### src/hdl/i2ctrp_pkg.sv
// ============================================================================
// I2C target register pointer - shared definitions
// Register map constants, bus event codes, bus phase type and the structs
// passed between the event logic and the top level.
// ============================================================================
package i2ctrp_pkg;

    localparam logic [7:0] CONFIG_BASE     = 8'd0;
    localparam logic [7:0] DISTANCE_BASE   = 8'd16;
    localparam logic [7:0] DEFAULT_ADDRESS = 8'd82;

    // Bus event codes
    localparam logic [2:0] OP_ADDR_WRITE = 3'd0;
    localparam logic [2:0] OP_ADDR_READ  = 3'd1;
    localparam logic [2:0] OP_DATA_RX    = 3'd2;
    localparam logic [2:0] OP_MASTER_ACK = 3'd3;
    localparam logic [2:0] OP_MASTER_NAK = 3'd4;

    // Configuration register indexes
    localparam logic CFG_AUTO_INCREMENT = 1'b0;
    localparam logic CFG_SECONDARY_ADDR = 1'b1;

    typedef enum logic [1:0] {
        PH_IDLE      = 2'd0,
        PH_WAIT_REG  = 2'd1,
        PH_SENDING   = 2'd2,
        PH_RECEIVING = 2'd3
    } phase_t;

    typedef struct packed {
        phase_t     phase;
        logic [7:0] pointer;
        logic [7:0] config_low;
        logic [7:0] config_high;
        logic [7:0] device_address;
    } regs_t;

    typedef struct packed {
        logic [2:0] operation;
        logic [7:0] rx_byte;
        logic [7:0] right_distance;
        logic [7:0] left_distance;
        logic [7:0] min_distance;
        logic [7:0] max_distance;
        logic [7:0] avg_distance;
    } event_t;

    typedef struct packed {
        logic [7:0] stored_address;
        logic       store_address;
        logic       clear_conversion_done;
        logic       ack_bit;
        logic       ack_valid;
        logic [7:0] tx_byte;
        logic       tx_valid;
    } result_t;

    function automatic logic in_config(input logic [7:0] r);
        return ({1'b0, r} >= {1'b0, CONFIG_BASE}) &&
               ({1'b0, r} <= {1'b0, CONFIG_BASE} + 9'd2);
    endfunction

    function automatic logic in_distance(input logic [7:0] r);
        return ({1'b0, r} >= {1'b0, DISTANCE_BASE}) &&
               ({1'b0, r} <= {1'b0, DISTANCE_BASE} + 9'd4);
    endfunction

    // Pointer advance, wrapping within the config or distance group; holds without auto-increment
    function automatic logic [7:0] next_reg(input logic [7:0] r, input logic auto_inc);
        logic [8:0] v;
        logic [7:0] n;
        v = {1'b0, r} + 9'd1;
        if (!auto_inc) begin
            n = r;
        end else if (in_config(r)) begin
            n = (v > {1'b0, CONFIG_BASE} + 9'd2) ? CONFIG_BASE : v[7:0];
        end else begin
            n = ({1'b0, v[7:0]} > {1'b0, DISTANCE_BASE} + 9'd4) ? DISTANCE_BASE : v[7:0];
        end
        return n;
    endfunction

endpackage

### src/hdl/i2ctrp_event.sv
// ============================================================================
// I2C target register pointer - event logic
// Decodes one bus event against the current register state and produces the
// next register state and the result of the event.
// ============================================================================
module i2ctrp_event
    import i2ctrp_pkg::*;
(
    input  event_t  ev,
    input  regs_t   cur,
    input  logic    auto_increment,
    input  logic    secondary_address_mode,
    output regs_t   nxt,
    output result_t res
);

    logic [7:0] cfg_k;
    logic [7:0] dist_k;
    logic [7:0] wr_k;
    logic [7:0] read_byte;
    logic       read_clear;

    assign cfg_k  = cur.pointer - CONFIG_BASE;
    assign dist_k = cur.pointer - DISTANCE_BASE;
    assign wr_k   = cur.pointer - CONFIG_BASE;

    // Read mux for the pointed register; config meaning wins on overlap
    always_comb
    begin
        read_byte  = 8'd0;
        read_clear = 1'b0;
        if (in_config(cur.pointer)) begin
            case (cfg_k[1:0])
                2'd0:    read_byte = cur.config_low;
                2'd1:    read_byte = cur.config_high;
                default: read_byte = cur.device_address;
            endcase
        end else if (in_distance(cur.pointer)) begin
            read_clear = 1'b1;
            case (dist_k[2:0])
                3'd0:    read_byte = ev.right_distance;
                3'd1:    read_byte = ev.left_distance;
                3'd2:    read_byte = ev.min_distance;
                3'd3:    read_byte = ev.max_distance;
                default: read_byte = ev.avg_distance;
            endcase
        end
    end

    always_comb
    begin
        nxt = cur;
        res = '0;
        case (ev.operation)
            OP_ADDR_WRITE:
            begin
                nxt.phase = PH_WAIT_REG;
            end
            OP_ADDR_READ, OP_MASTER_ACK:
            begin
                if (ev.operation == OP_ADDR_READ) begin
                    nxt.phase = PH_SENDING;
                end
                res.tx_valid              = 1'b1;
                res.tx_byte               = read_byte;
                res.clear_conversion_done = read_clear;
                nxt.pointer               = next_reg(cur.pointer, auto_increment);
            end
            OP_DATA_RX:
            begin
                res.ack_valid = 1'b1;
                if (cur.phase == PH_WAIT_REG) begin
                    if (in_config(ev.rx_byte) || in_distance(ev.rx_byte)) begin
                        nxt.pointer = ev.rx_byte;
                        nxt.phase   = PH_RECEIVING;
                    end else begin
                        // refuse a byte that names no register
                        res.ack_bit = 1'b1;
                    end
                end else begin
                    if (in_config(cur.pointer)) begin
                        case (wr_k[1:0])
                            2'd0:    nxt.config_low  = ev.rx_byte;
                            2'd1:    nxt.config_high = ev.rx_byte;
                            default:
                            begin
                                if (!secondary_address_mode) begin
                                    nxt.device_address = ev.rx_byte;
                                end
                                res.store_address  = 1'b1;
                                res.stored_address = ev.rx_byte;
                            end
                        endcase
                    end
                    if (auto_increment) begin
                        nxt.pointer = next_reg(cur.pointer, auto_increment);
                    end else begin
                        nxt.phase = PH_WAIT_REG;
                    end
                end
            end
            default:
            begin
                // master nack and unused codes: no action
            end
        endcase
    end

endmodule

### src/hdl/i2c_target_register_pointer_core.sv
// ============================================================================
// I2C target register pointer core
// Byte-level register map logic for an I2C target: register pointer, config
// bytes and device address, driven by one bus event per transaction.
// ============================================================================
//
// Channel   Direction  Payload
// s_axis    in         tuser: operation; tdata: rx_byte and five distances
// m_axis    out        tdata: tx, ack, clear, store flags and bytes
// cfg       in         write-only: auto_increment, secondary_address_mode
//
// One event per cycle while the result side is not stalled: an input stage
// register feeds the event logic, which updates the register state and loads
// the result register on the same edge. A stalled result register holds and
// backpressures the input stage; both stages advance together whenever the
// result is taken.
// Reset clears the pointer, phase, config bytes and both mode bits, and
// loads the default device address.
module i2c_target_register_pointer_core
    import i2ctrp_pkg::*;
(
    input  logic        clk,
    input  logic        rst_n,
    input  logic        s_axis_tvalid,
    output logic        s_axis_tready,
    // [7:0] rx_byte, [15:8] right_distance, [23:16] left_distance,
    // [31:24] min_distance, [39:32] max_distance, [47:40] avg_distance
    input  logic [47:0] s_axis_tdata,
    // [2:0] operation
    input  logic [2:0]  s_axis_tuser,
    output logic        m_axis_tvalid,
    input  logic        m_axis_tready,
    // [0] tx_valid, [8:1] tx_byte, [9] ack_valid, [10] ack_bit,
    // [11] clear_conversion_done, [12] store_address, [20:13] stored_address,
    // [23:21] zero
    output logic [23:0] m_axis_tdata,
    input  logic        cfg_we,
    input  logic        cfg_index,
    input  logic        cfg_data
);

    logic    in_valid_reg;
    event_t  in_event_reg;
    logic    out_valid_reg;
    result_t out_result_reg;
    regs_t   regs_reg;
    regs_t   regs_next;
    result_t result_next;
    logic    auto_increment_reg;
    logic    secondary_mode_reg;
    logic    advance;

    assign advance       = !out_valid_reg || m_axis_tready;
    assign s_axis_tready = !in_valid_reg || advance;

    i2ctrp_event u_event (
        .ev                     (in_event_reg),
        .cur                    (regs_reg),
        .auto_increment         (auto_increment_reg),
        .secondary_address_mode (secondary_mode_reg),
        .nxt                    (regs_next),
        .res                    (result_next)
    );

    always_ff @(posedge clk or negedge rst_n)
    begin
        if (!rst_n) begin
            auto_increment_reg <= 1'b0;
            secondary_mode_reg <= 1'b0;
        end else if (cfg_we) begin
            case (cfg_index)
                CFG_AUTO_INCREMENT: auto_increment_reg <= cfg_data;
                CFG_SECONDARY_ADDR: secondary_mode_reg <= cfg_data;
                default:            auto_increment_reg <= auto_increment_reg;
            endcase
        end
    end

    // Input stage
    always_ff @(posedge clk or negedge rst_n)
    begin
        if (!rst_n) begin
            in_valid_reg <= 1'b0;
        end else if (s_axis_tready) begin
            in_valid_reg <= s_axis_tvalid;
        end
    end

    always_ff @(posedge clk)
    begin
        if (s_axis_tready && s_axis_tvalid) begin
            in_event_reg.operation      <= s_axis_tuser;
            in_event_reg.rx_byte        <= s_axis_tdata[7:0];
            in_event_reg.right_distance <= s_axis_tdata[15:8];
            in_event_reg.left_distance  <= s_axis_tdata[23:16];
            in_event_reg.min_distance   <= s_axis_tdata[31:24];
            in_event_reg.max_distance   <= s_axis_tdata[39:32];
            in_event_reg.avg_distance   <= s_axis_tdata[47:40];
        end
    end

    // Register state and result stage
    always_ff @(posedge clk or negedge rst_n)
    begin
        if (!rst_n) begin
            regs_reg.phase          <= PH_IDLE;
            regs_reg.pointer        <= 8'd0;
            regs_reg.config_low     <= 8'd0;
            regs_reg.config_high    <= 8'd0;
            regs_reg.device_address <= DEFAULT_ADDRESS;
            out_valid_reg           <= 1'b0;
        end else if (advance) begin
            out_valid_reg <= in_valid_reg;
            if (in_valid_reg) begin
                regs_reg <= regs_next;
            end
        end
    end

    always_ff @(posedge clk)
    begin
        if (advance && in_valid_reg) begin
            out_result_reg <= result_next;
        end
    end

    assign m_axis_tvalid = out_valid_reg;
    assign m_axis_tdata  = {3'b000, out_result_reg};

endmodule

### config.mk
export PLATFORM = sky130hd
export DESIGN_NAME = i2c_target_register_pointer_core
export DESIGN_NICKNAME = d
export VERILOG_FILES = /design/src/hdl/i2ctrp_pkg.sv /design/src/hdl/i2ctrp_event.sv /design/src/hdl/i2c_target_register_pointer_core.sv
export SDC_FILE = /design/constraint.sdc
export NUM_CORES = 1
export LEC_CHECK = 0
export ABC_AREA = 1
export BUFFER_PORTS_ARGS = -buffer_cell sky130_fd_sc_hd__buf_2
export CAP_MARGIN = 20
export CORE_MARGIN = 2
export CORE_UTILIZATION = 47
export DETAILED_ROUTE_END_ITERATION = 7
export GPL_TIMING_DRIVEN = 0
export HOLD_SLACK_MARGIN = 0.03
export PLACE_DENSITY = 0.68
export SLEW_MARGIN = 20
export SYNTH_ARGS = -nofsm -noshare
export SYNTH_HDL_FRONTEND = slang
export SYNTH_SLANG_ARGS = --single-unit
### constraint.sdc
create_clock -name clk -period 5.1 [get_ports clk]
set_clock_uncertainty 0.05 [all_clocks]
set_input_delay 0 -clock clk [delete_from_list [all_inputs] [get_ports clk]]
set_output_delay 0 -clock clk [all_outputs]
set_load 0.01 [all_outputs]
== After elaboration in Yosys (flattened, before gate mapping) ==
Cells that the tools add are included.

* Bits in registers: 110
* Latch bits: 0
* Memory bits (writable): 0
* ROM bits: 0
* Input bits: 58
* Output and inout port bits: 26
* Logic and storage cells: 97
* Memories kept: 0

* Add/subtract/negate cells: 2
* Multiply operators: 0
* Divide/modulo/power cells: 0
* $lt $le $gt $ge: 8
* Eq/ne operators: 11
* Shifts and indexed selects: 0
* Multiplexer cells: 19
* Bitwise gates (word level): 7
* Reduce and logical (&&, ||, !) cells: 27

{| class="wikitable"
|+ Operator list
! operator !! count
|-
| 8-bit two-way mux || 6
|-
| 8-bit one-hot mux with 2 select lines || 2
|-
| 8-bit one-hot mux with 4 select lines || 1
|-
| 10-bit two-way mux || 2
|-
| 6-bit AND reduction || 3
|-
| 8-bit by 5-bit >= comparator with 1-bit output (second input constant) || 2
|-
| 8-bit by 2-bit <= comparator with 1-bit output (second input constant) || 2
|-
| 8-bit by 5-bit <= comparator with 1-bit output (second input constant) || 2
|-
| 3-bit by 2-bit equality test with 1-bit output (second input constant) || 4
|-
| 8-bit by 1-bit adder with 9-bit output (second input constant) || 1
|-
| 9-bit by 2-bit greater-than comparator with 1-bit output (second input constant) || 1
|-
| 8-bit by 5-bit greater-than comparator with 1-bit output (second input constant) || 1
|-
| 1-bit inverter || 7
|-
| 7-bit AND reduction || 1
|-
| 3-bit by 1-bit equality test with 1-bit output (second input constant) || 2
|-
| 3-bit zero test || 2
|-
| 2-bit one-hot mux with 3 select lines || 1
|-
| 2-bit AND reduction || 3
|-
| 2-bit OR reduction || 3
|-
| 1-bit two-way mux || 5
|-
| 5-bit OR reduction || 1
|-
| 2-bit by 1-bit equality test with 1-bit output (second input constant) || 2
|-
| 1-bit logical AND || 4
|-
| 2-bit two-way mux || 2
|-
| other kinds (11) || 14
|}

== Logic depth before layout (Yosys ltp) ==
Gate-level depths: netlist of run 1.

* Word-level depth: 7
* Gate-level depth with buffers: 13
* Depth with buffers taken out: 13

== Modules after synthesis ==
From an unflattened synthesis of run 1, not the netlist that was laid out.

* Cells, all modules: 627
* Area, all modules: 5630.4 um^2

{| class="wikitable"
|+ By module, submodules not included
! module !! instances !! cells each !! area an instance (um^2) !! seq. area each (um^2)
|-
| i2c_target_register_pointer_core || 1 || 243 || 3768.6 || 3116.7
|-
| i2ctrp_event || 1 || 384 || 1861.8 || 0.0
|}

== Least setup slack after synthesis of run 1 ==
Ideal clock, no wire load.

* Kind: register -> register
* Start point: register out_valid_reg (netlist: m_axis_tvalid)
* End point: register regs_reg[29] in the netlist's numbering
* Setup time: 0.121 ns
* Arrival time: 2.292 ns
* Required time: 4.929 ns
* Setup slack: 2.637 ns
* Stages on the path, launching flop included: 10
* Path buffers: 1
* Clock period less this slack: 2.463 ns
* Cell sequence: dfrtp_1 -> inv_1 -> nor2_1 -> nor2_1 -> inv_1 -> a21oi_1 -> nand2_1 -> buf_2 -> a21oi_1 -> nor2_1

* Word-level cells in the longest chain between the ends: 3

{| class="wikitable"
|+ Ends and longest elaborated chain
! element !! RTL line !! source
|-
| start, declared || i2c_target_register_pointer_core.sv:44 || <nowiki>logic out_valid_reg;</nowiki>
|-
| start signal, assigned || i2c_target_register_pointer_core.sv:113 || <nowiki>out_valid_reg <= in_valid_reg;</nowiki>
|-
| 1-bit zero test || i2c_target_register_pointer_core.sv:53 || <nowiki>assign advance = !out_valid_reg || m_axis_tready;</nowiki>
|-
| 1-bit logical OR || i2c_target_register_pointer_core.sv:53 ||
|-
| 4-bit AND reduction (no source line) || - ||
|-
| end signal, assigned || i2c_target_register_pointer_core.sv:115 || <nowiki>regs_reg <= regs_next;</nowiki>
|-
| end, declared || i2c_target_register_pointer_core.sv:46 || <nowiki>regs_t regs_reg;</nowiki>
|}

No other way between the ends.
A chain may end at the register's enable or synchronous reset.

== Worst setup path after layout of run 1 ==
* Start point: register regs_reg[24] in the netlist's numbering
* End point: register out_result_reg, in the netlist m_axis_tdata[5] (data pin)

* Word-level cells in the longest chain between the ends: 5
* Elaborated cells on any way between the ends: 15
* Classes of those cells: add/sub: 1; order compare: 3; eq/ne: 4; mux: 4; reduce/logical: 3

{| class="wikitable"
|+ Ends and longest elaborated chain
! element !! RTL line !! source
|-
| 3-bit by 1-bit subtractor with 3-bit output || i2ctrp_event.sv:24 || <nowiki>assign dist_k = cur.pointer - DISTANCE_BASE;</nowiki>
|-
| 3-bit by 2-bit equality test with 1-bit output (tied with other cells) || i2ctrp_event.sv:40 || <nowiki>case (dist_k[2:0])</nowiki>
|-
| 8-bit one-hot mux with 4 select lines || i2ctrp_event.sv:40 ||
|-
| 8-bit two-way mux || i2ctrp_event.sv:38 || <nowiki>end else if (in_distance(cur.pointer)) begin</nowiki>
|-
| 8-bit two-way mux (*) || i2ctrp_event.sv:32 || <nowiki>if (in_config(cur.pointer)) begin</nowiki>
|-
| end signal, assigned || i2c_target_register_pointer_core.sv:123 || <nowiki>out_result_reg <= result_next;</nowiki>
|-
| end, declared || i2c_target_register_pointer_core.sv:45 || <nowiki>result_t out_result_reg;</nowiki>
|}

Every way passes the cells marked *; elsewhere a longest branch is shown, timed or not.

==> impl_metrics.csv, run 1 <==
group,metric,value,unit
outcome,status,"finished clean",
timing,setup_viol_count_final,0,
yosys,yosys-top-cells-area,"edfxtp_1, dfrtp_1, nand2_1",
yosys,ys_ff_latch,110,
route,viasPerCell,5.00,
clock_tree,cts_buffers,9,
timing,setup_tns,0,ns
yosys,synthCells,471,
power_and_ir_drop,pwr-share-clk,21.2,%
worst_setup_path,crit_arrival,2.76,ns
yosys,synth-warning-count,0,
floorplanning,io_pins,84,
route,wl_met1,4.67,mm
timing,hold_violations,0,
worst_setup_path,crit_type,"reg -> reg",
clock_tree,cts_root_buffer,"clkbuf_8",
grt,antenna_found_initial,0,
timing,rsz0062_at_grt,"no",
floorplanning,initial_utilization,48.8,%
clock_tree,cts_buffer_depth,2,
cells_and_area,nFillCells,802,
cells_and_area,drive_gt1_share,18.8,%
power_and_ir_drop,p_per_area,384,nW/um^2
grt,grt_pass1_wl,17.9,mm
power_and_ir_drop,power.share.sequential,48.8,%
route,wl_per_cell,14.4,microns
timing,timing.fmax,0.372,GHz
place,finalWeightedCongestion,0.864,
worst_setup_path,end_kind,"flip-flop",
worst_setup_path,worst-path-max-fanout,10,
clock_tree,post_cts_resize_count,0,
yosys,seq_area_frac_synth,64.7,%
grt,grt_use_total,20.7,%
cells_and_area,syn_to_final_growth,28.4,%
clock_tree,clkLatencyLatePin,0.38,ns
clock_tree,clk_pin_slew_worst_paths,0.11,ns
timing,final-max-slew-violation-count,0,
worst_setup_path,path_cells,"inv_1, ha_1, clkbuf_1, nand2_1, clkinv_1, nor2_1, nand3_1, nor2_1, o31ai_1, o31ai_1",
clock_tree,h-tree-depth,3,
worst_setup_path,crit_buf_inv,3,
power_and_ir_drop,internal_power,1.53,mW
route,met3_length,501,microns
cells_and_area,layout_common_cells,"nand2_1, buf_2, edfxtp_1, dlygate4sd3_1, inv_1",
timing,worst_pin_slew,0.877,ns
cells_and_area,largest_register_ffs,51,
floorplanning,rows,36,
route,met2_length,5.59,mm
floorplanning,dieArea,11100,sq um
power_and_ir_drop,power.switching,844,uW
worst_setup_path,startpoint_type,"flip-flop",
route,top_layer,"met4",
hold_path,hold_path_class,"in -> async",
place,dp_hpwl,7.20,mm
grt,grt_max_degree,40,
run,maxCapViolations,0,
floorplanning,die_y,105,microns
power_and_ir_drop,pwr-share-comb,30.0,%
worst_setup_path,max_stage_delay,0.52,ns
worst_setup_path,critical-path-slowest-cell,"dfrtp_1",
route,drt_wl_total,11.0,mm
power_and_ir_drop,ir_worst_vdd,0.191,mV
yosys,synth_top_area_share,44.9,%
yosys,synth_area_leader_cell,"edfxtp_1",
cells_and_area,antennaDiodeCount,0,
worst_setup_path,rrSetupSlack,2.41,ns
place,numPortBuffers,80,
place,dp_cells,687,
timing,whs,0.212,ns
route,drt_iter0_markers,309,
yosys,synth_cell_types,33,
floorplanning,die_w,105,microns
timing,slew_headroom,41.6,%
grt,grt_pass1_vias,3784,
power_and_ir_drop,leakagePower,2.87,nW
floorplanning,core-area,9860,sq um
cells_and_area,final_common_cell,"nand2_1",
worst_setup_path,required,5.17,ns
cells_and_area,stdcell_count,761,
timing,fin_crit,2.69,ns
route,final_antenna_net_count,0,
cells_and_area,nets,687,
route,drcViolationCount,0,
clock_tree,cts.sinks,110,
clock_tree,cts_tree,"built",
route,drtPass1Iterations,4,
grt,overflow,0,
timing,period_share,52.7,%
worst_setup_path,crit_family,"buffers and inverters",
power_and_ir_drop,p_sw_share,35.5,%
yosys,syn_area_per_cell,10.2,sq um
yosys,netlist_area,4820,sq um
route,vias,3808,
## cell type report
cell class                 instances  area (sq um)  area share [%]
sequential                       110          3120            50.4
multi-input combinational        290          1410            22.8
timing repair buffer             139          1000            16.2
inverter                          62           238            3.84
tap                              133           166            2.69
clock buffer                       9           124            2.00
buffer                            11          71.3            1.15
clock inverter                     7          61.3           0.991
## Yosys cell counts, drive strengths merged
cell	number
nand2	116
a21oi	25
conb	1
clkbuf	3
a221oi	7
a211oi	1
edfxtp	72
a22o	4
or2	1
ha	6
a31oi	2
a32o	1
o21bai	1
nand4	4
o2111ai	2
inv	58
o31ai	4
nand3	29
o21ai	34
dfrtp	35
clkinv	4
dfstp	3
nor3	5
nor2	45
buf	8
## final timing paths
check | depth (start not counted) | endpoint | from
setup / recovery | 10 | m_axis_tdata[5] | regs_reg[24]
hold / removal | 2 | secondary_mode_reg | rst_n
setup reg to reg | 10 | m_axis_tdata[5] | regs_reg[24]
hold reg to reg | 2 | regs_reg[2] | regs_reg[2]
max in group asynchronous | 2 | regs_reg[11] | rst_n
min in group clk | 2 | in_event_reg[7] | s_axis_tdata[47]
## worst reg2reg max path, delay by kind of cell (launching register included)
kind | cells | cell delay (ns)
adders and majority gates | 1 | 0.19
DFF | 1 | 0.52
and+or+nand+nor | 4 | 0.49
AOI/OAI and AO/OA | 2 | 0.42
buffers and inverters | 3 | 0.77
## routing by layer
metal  GRT usage, %  up-vias
met5              0        -
met1           26.3     1803
li1               -     1887
met2           35.3      102
met4           7.81        0
met3           3.83       16
## per-stage QoR
| stage | setup WS [ns] | area (sq um) | total power [mW] | utilization, % |
|---|---|---|---|---|
| finish | 2.41 | 6190 | 2.38 | 62.7 |
| global route | 2.10 | 6190 | 2.53 | 62.7 |
| CTS | 2.40 | 6190 | 2.39 | 62.7 |
| detailed placement | 2.41 | 5420 | 1.85 | 54.9 |
| global placement | 1.71 | 5390 | 1.84 | 54.7 |
| floorplan | 2.64 | 4830 | 1.63 | - |
## kinds of logic after synthesis
family                   Yosys count  synth area share, %
AO/OA/AOI/OAI                     81                 9.89
adder cells (fa/ha/maj)            6                 1.56
buffers and inverters             73                 6.41
flip-flops                       110                 64.7
other                              1               0.0778
AND/OR/NAND/NOR                  200                 17.4
## power groups by stage
stage,logic (mW),registers (mW),clock network (mW)
after floorplan,0.463,1.17,0
after global placement,0.660,1.18,0
after detailed placement,0.677,1.18,0
after CTS,0.715,1.16,0.520
after global routing,0.805,1.17,0.555
final,0.714,1.16,0.503
## what timing repair did
item                      in CTS  in global routing
hold buffers                  58                  0
hold endpoints to repair      90                  0
setup buffers                  0                  0
Note: power is estimated with default switching activity, not from simulation.
==> run 2, diff against run 1 <==
--- a/config.mk
+++ b/config.mk
@@ -5,7 +5,7 @@
 export SDC_FILE = /design/constraint.sdc
 export NUM_CORES = 1
 export LEC_CHECK = 0
-export ABC_AREA = 1
+export ABC_AREA = 0
 export BUFFER_PORTS_ARGS = -buffer_cell sky130_fd_sc_hd__buf_2
 export CAP_MARGIN = 20
 export CORE_MARGIN = 2
@@ -13,7 +13,7 @@
 export DETAILED_ROUTE_END_ITERATION = 7
 export GPL_TIMING_DRIVEN = 0
 export HOLD_SLACK_MARGIN = 0.03
-export PLACE_DENSITY = 0.68
+export PLACE_DENSITY = 0.71
 export SLEW_MARGIN = 20
 export SYNTH_ARGS = -nofsm -noshare
 export SYNTH_HDL_FRONTEND = slang
==> constraint.sdc (replaced) <==
create_clock -name clk -period 2.2 [get_ports clk]
set_clock_uncertainty 0.05 [all_clocks]
set_input_delay 0 -clock clk [delete_from_list [all_inputs] [get_ports clk]]
set_output_delay 0 -clock clk [all_outputs]
set_load 0.01 [all_outputs]
==> impl_metrics.csv, run 2 <==
group,metric,value,unit
cells_and_area,syn_to_final_growth,36.6,%
floorplanning,rows,36,
cells_and_area,nFillCells,738,
worst_setup_path,worst-path-max-fanout,8,
route,vias,3310,
clock_tree,cts_tree,"built",
worst_setup_path,path_cells,"or4_4, or4_4, nor4_4, nor3b_4, buf_12, mux2_4",
timing,worst_pin_slew,0.913,ns
cells_and_area,final_common_cell,"buf_2",
outcome,status,"complete, but fails checks",
yosys,synth_area_leader_cell,"edfxtp_1",
worst_setup_path,required,2.42,ns
yosys,netlist_area,4590,sq um
worst_setup_path,critical-path-slowest-cell,"or4_4",
floorplanning,die_y,103,microns
clock_tree,clk_pin_slew_worst_paths,0.11,ns
floorplanning,io_pins,84,
yosys,yosys-top-cells-area,"edfxtp_1, dfrtp_1, mux2_2",
route,drcViolationCount,0,
yosys,synth_common_cells,"edfxtp_1, dfrtp_1, mux2_2",
grt,grt_max_degree,52,
worst_setup_path,startpoint_type,"flip-flop",
timing,final-max-slew-violation-count,0,
cells_and_area,design_area,6260,sq um
timing,timing.fmax,0.400,GHz
yosys,synth_cell_types,55,
timing,hold_violations,0,
yosys,synth_top_area_share,47.1,%
clock_tree,cts_root_buffer,"clkbuf_8",
yosys,synth-warning-count,0,
timing,slew_headroom,39.1,%
cells_and_area,largest_register_ffs,51,
worst_setup_path,end_kind,"flip-flop",
timing,setup_viol_count_final,29,
worst_setup_path,crit_buf_inv,1,
timing,whs,0.227,ns
yosys,synth_top_flop_cell,"edfxtp_1",
place,post_dp_cell_area,5170,sq um
cells_and_area,stdcell_count,614,
power_and_ir_drop,ir_worst_vdd,0.417,mV
clock_tree,cts_buffers,9,
place,dp_cells,525,
timing,fin_crit,2.50,ns
power_and_ir_drop,p_per_area,913,nW/um^2
cells_and_area,antennaDiodeCount,0,
timing,period_share,114,%
clock_tree,cts_buffer_depth,2,
grt,grt_pass1_wl,16.8,mm
cells_and_area,layout_common_cells,"buf_2, edfxtp_1, dlygate4sd3_1, dfrtp_1, mux2_2",
floorplanning,core-area,9640,sq um
route,drt_wl_total,10.7,mm
route,wl_per_cell,17.5,microns
yosys,ys_ff_latch,110,
route,final_antenna_net_count,0,
yosys,syn_area_per_cell,14.8,sq um
floorplanning,dieArea,10600,sq um
place,dp_hpwl,6.39,mm
floorplanning,initial_utilization,47.6,%
yosys,seq_area_frac_synth,68.0,%
yosys,synthCells,310,
clock_tree,h-tree-depth,3,
clock_tree,cts.sinks,110,
worst_setup_path,crit_type,"reg -> reg",
route,viasPerCell,5.39,
grt,overflow,0,
yosys,synth_edf_count,72,
run,maxCapViolations,0,
power_and_ir_drop,leakagePower,2.61,nW
route,drtPass1Iterations,4,
place,pre_cts_slack,-0.977,ns
place,numPortBuffers,80,
grt,antenna_found_initial,0,
worst_setup_path,crit_family,"simple AND/OR/NAND/NOR gates",
route,drt_iter0_markers,198,
cells_and_area,drive_gt1_share,39.1,%
place,finalWeightedCongestion,0.879,
worst_setup_path,cpMostUsedCell,"or4_4",
hold_path,hold_path_class,"in -> async",
yosys,synth_most_common_cell,"edfxtp_1",
timing,rsz0062_at_grt,"yes",
timing,worst_slack,-0.301,ns
worst_setup_path,crit_arrival,2.72,ns
clock_tree,clkLatencyLatePin,0.38,ns
outcome,failed_checks,"setup timing",
yosys,async_reset_ff_share,34.5,%
floorplanning,die_w,103,microns
grt,grt_pass1_vias,3380,
grt,grt_use_total,21.2,%
worst_setup_path,max_stage_delay,0.54,ns
cells_and_area,nets,540,
## run 2: cell count changes after synthesis, moves of 8 or more
| cell | change |
|---|---|
| o22ai_1 | +8 |
| inv_1 | -45 |
| nand3_1 | -24 |
| nor2_1 | -30 |
| nand2_1 | -103 |
| mux2_2 | +25 |
| a21oi_1 | -11 |
| and2_2 | +8 |
| a222oi_1 | +8 |
| o21ai_0 | -26 |
## run 2: final timing paths
check                                 start  cells past startpoint  slack, ns              end
min                                   rst_n                      2       0.23     regs_reg[31]
max in group asynchronous             rst_n                      2       1.28     regs_reg[27]
min reg2reg                    regs_reg[11]                      1       0.47     regs_reg[11]
max reg2reg                    regs_reg[27]                      6      -0.30      regs_reg[7]
max                            regs_reg[27]                      6      -0.30      regs_reg[7]
min in group clk           s_axis_tdata[45]                      2       0.27  in_event_reg[5]
## run 2: power by group
| group | leakage (nW) | switching, mW | internal (mW) |
|---|---|---|---|
| registers | 1.19 | 0.149 | 2.50 |
| logic | 1.34 | 1.04 | 0.922 |
| clock network | 0.0847 | 0.690 | 0.415 |
| total | 2.61 | 1.88 | 3.84 |
## run 2: worst reg2reg max path, delay by kind of cell, from the launching register on
| kind | cells | cell delay, ns |
|---|---|---|
| buf+inv | 1 | 0.17 |
| mux | 1 | 0.31 |
| flops | 1 | 0.41 |
| simple gates | 4 | 1.46 |
## run 2: what timing repair did
item,4_1_cts,5_1_grt
hold endpoints to repair,90,0
endpoints found under the setup margin,51,47
hold buffers,59,0
gates resized for setup,34,28
buffers inserted,12,5
pin swaps,6,14
## run 2: stage by stage
step / utilization, % / total power, mW / setup TNS (ns)
floorplan: - / 3.63 / -6.87
global route: 65.0 / 6.03 / -8.82
finish: 65.0 / 5.72 / -5.67
global placement: 53.6 / 4.06 / -24.07
CTS: 63.6 / 5.51 / -8.30
detailed placement: 53.6 / 4.09 / -25.03
## run 2: cells by family after synthesis
family                     synth area share, %
xor gates and xnor gates                 0.382
muxes                                     6.58
adders and majority gates                 1.64
AOI/OAI and AO/OA                         12.3
and+or+nand+nor                           8.87
other                                   0.0818
buffers and inverters                     2.24
DFF                                       68.0
## run 2: final cells by class
cell class / count / area [sq um] / area share (%)
Sequential cell: 110 / 3120 / 49.8
Multi-Input combinational cell: 178 / 1540 / 24.6
Timing Repair Buffer: 154 / 1140 / 18.2
Tap cell: 133 / 166 / 2.66
Clock buffer: 9 / 124 / 1.98
Buffer: 11 / 76.3 / 1.22
Clock inverter: 7 / 50.0 / 0.799
Inverter: 12 / 45.0 / 0.719
## run 2: routing by layer
layer / vias to the layer above / share of wire (%) / global-route usage [%]
met5: - / 0 / 0
met4: 0 / 2.0 / 9.01
met3: 19 / 4.3 / 4.14
met2: 101 / 53 / 35.5
met1: 1654 / 40 / 27.2
li1: 1536 / - / -
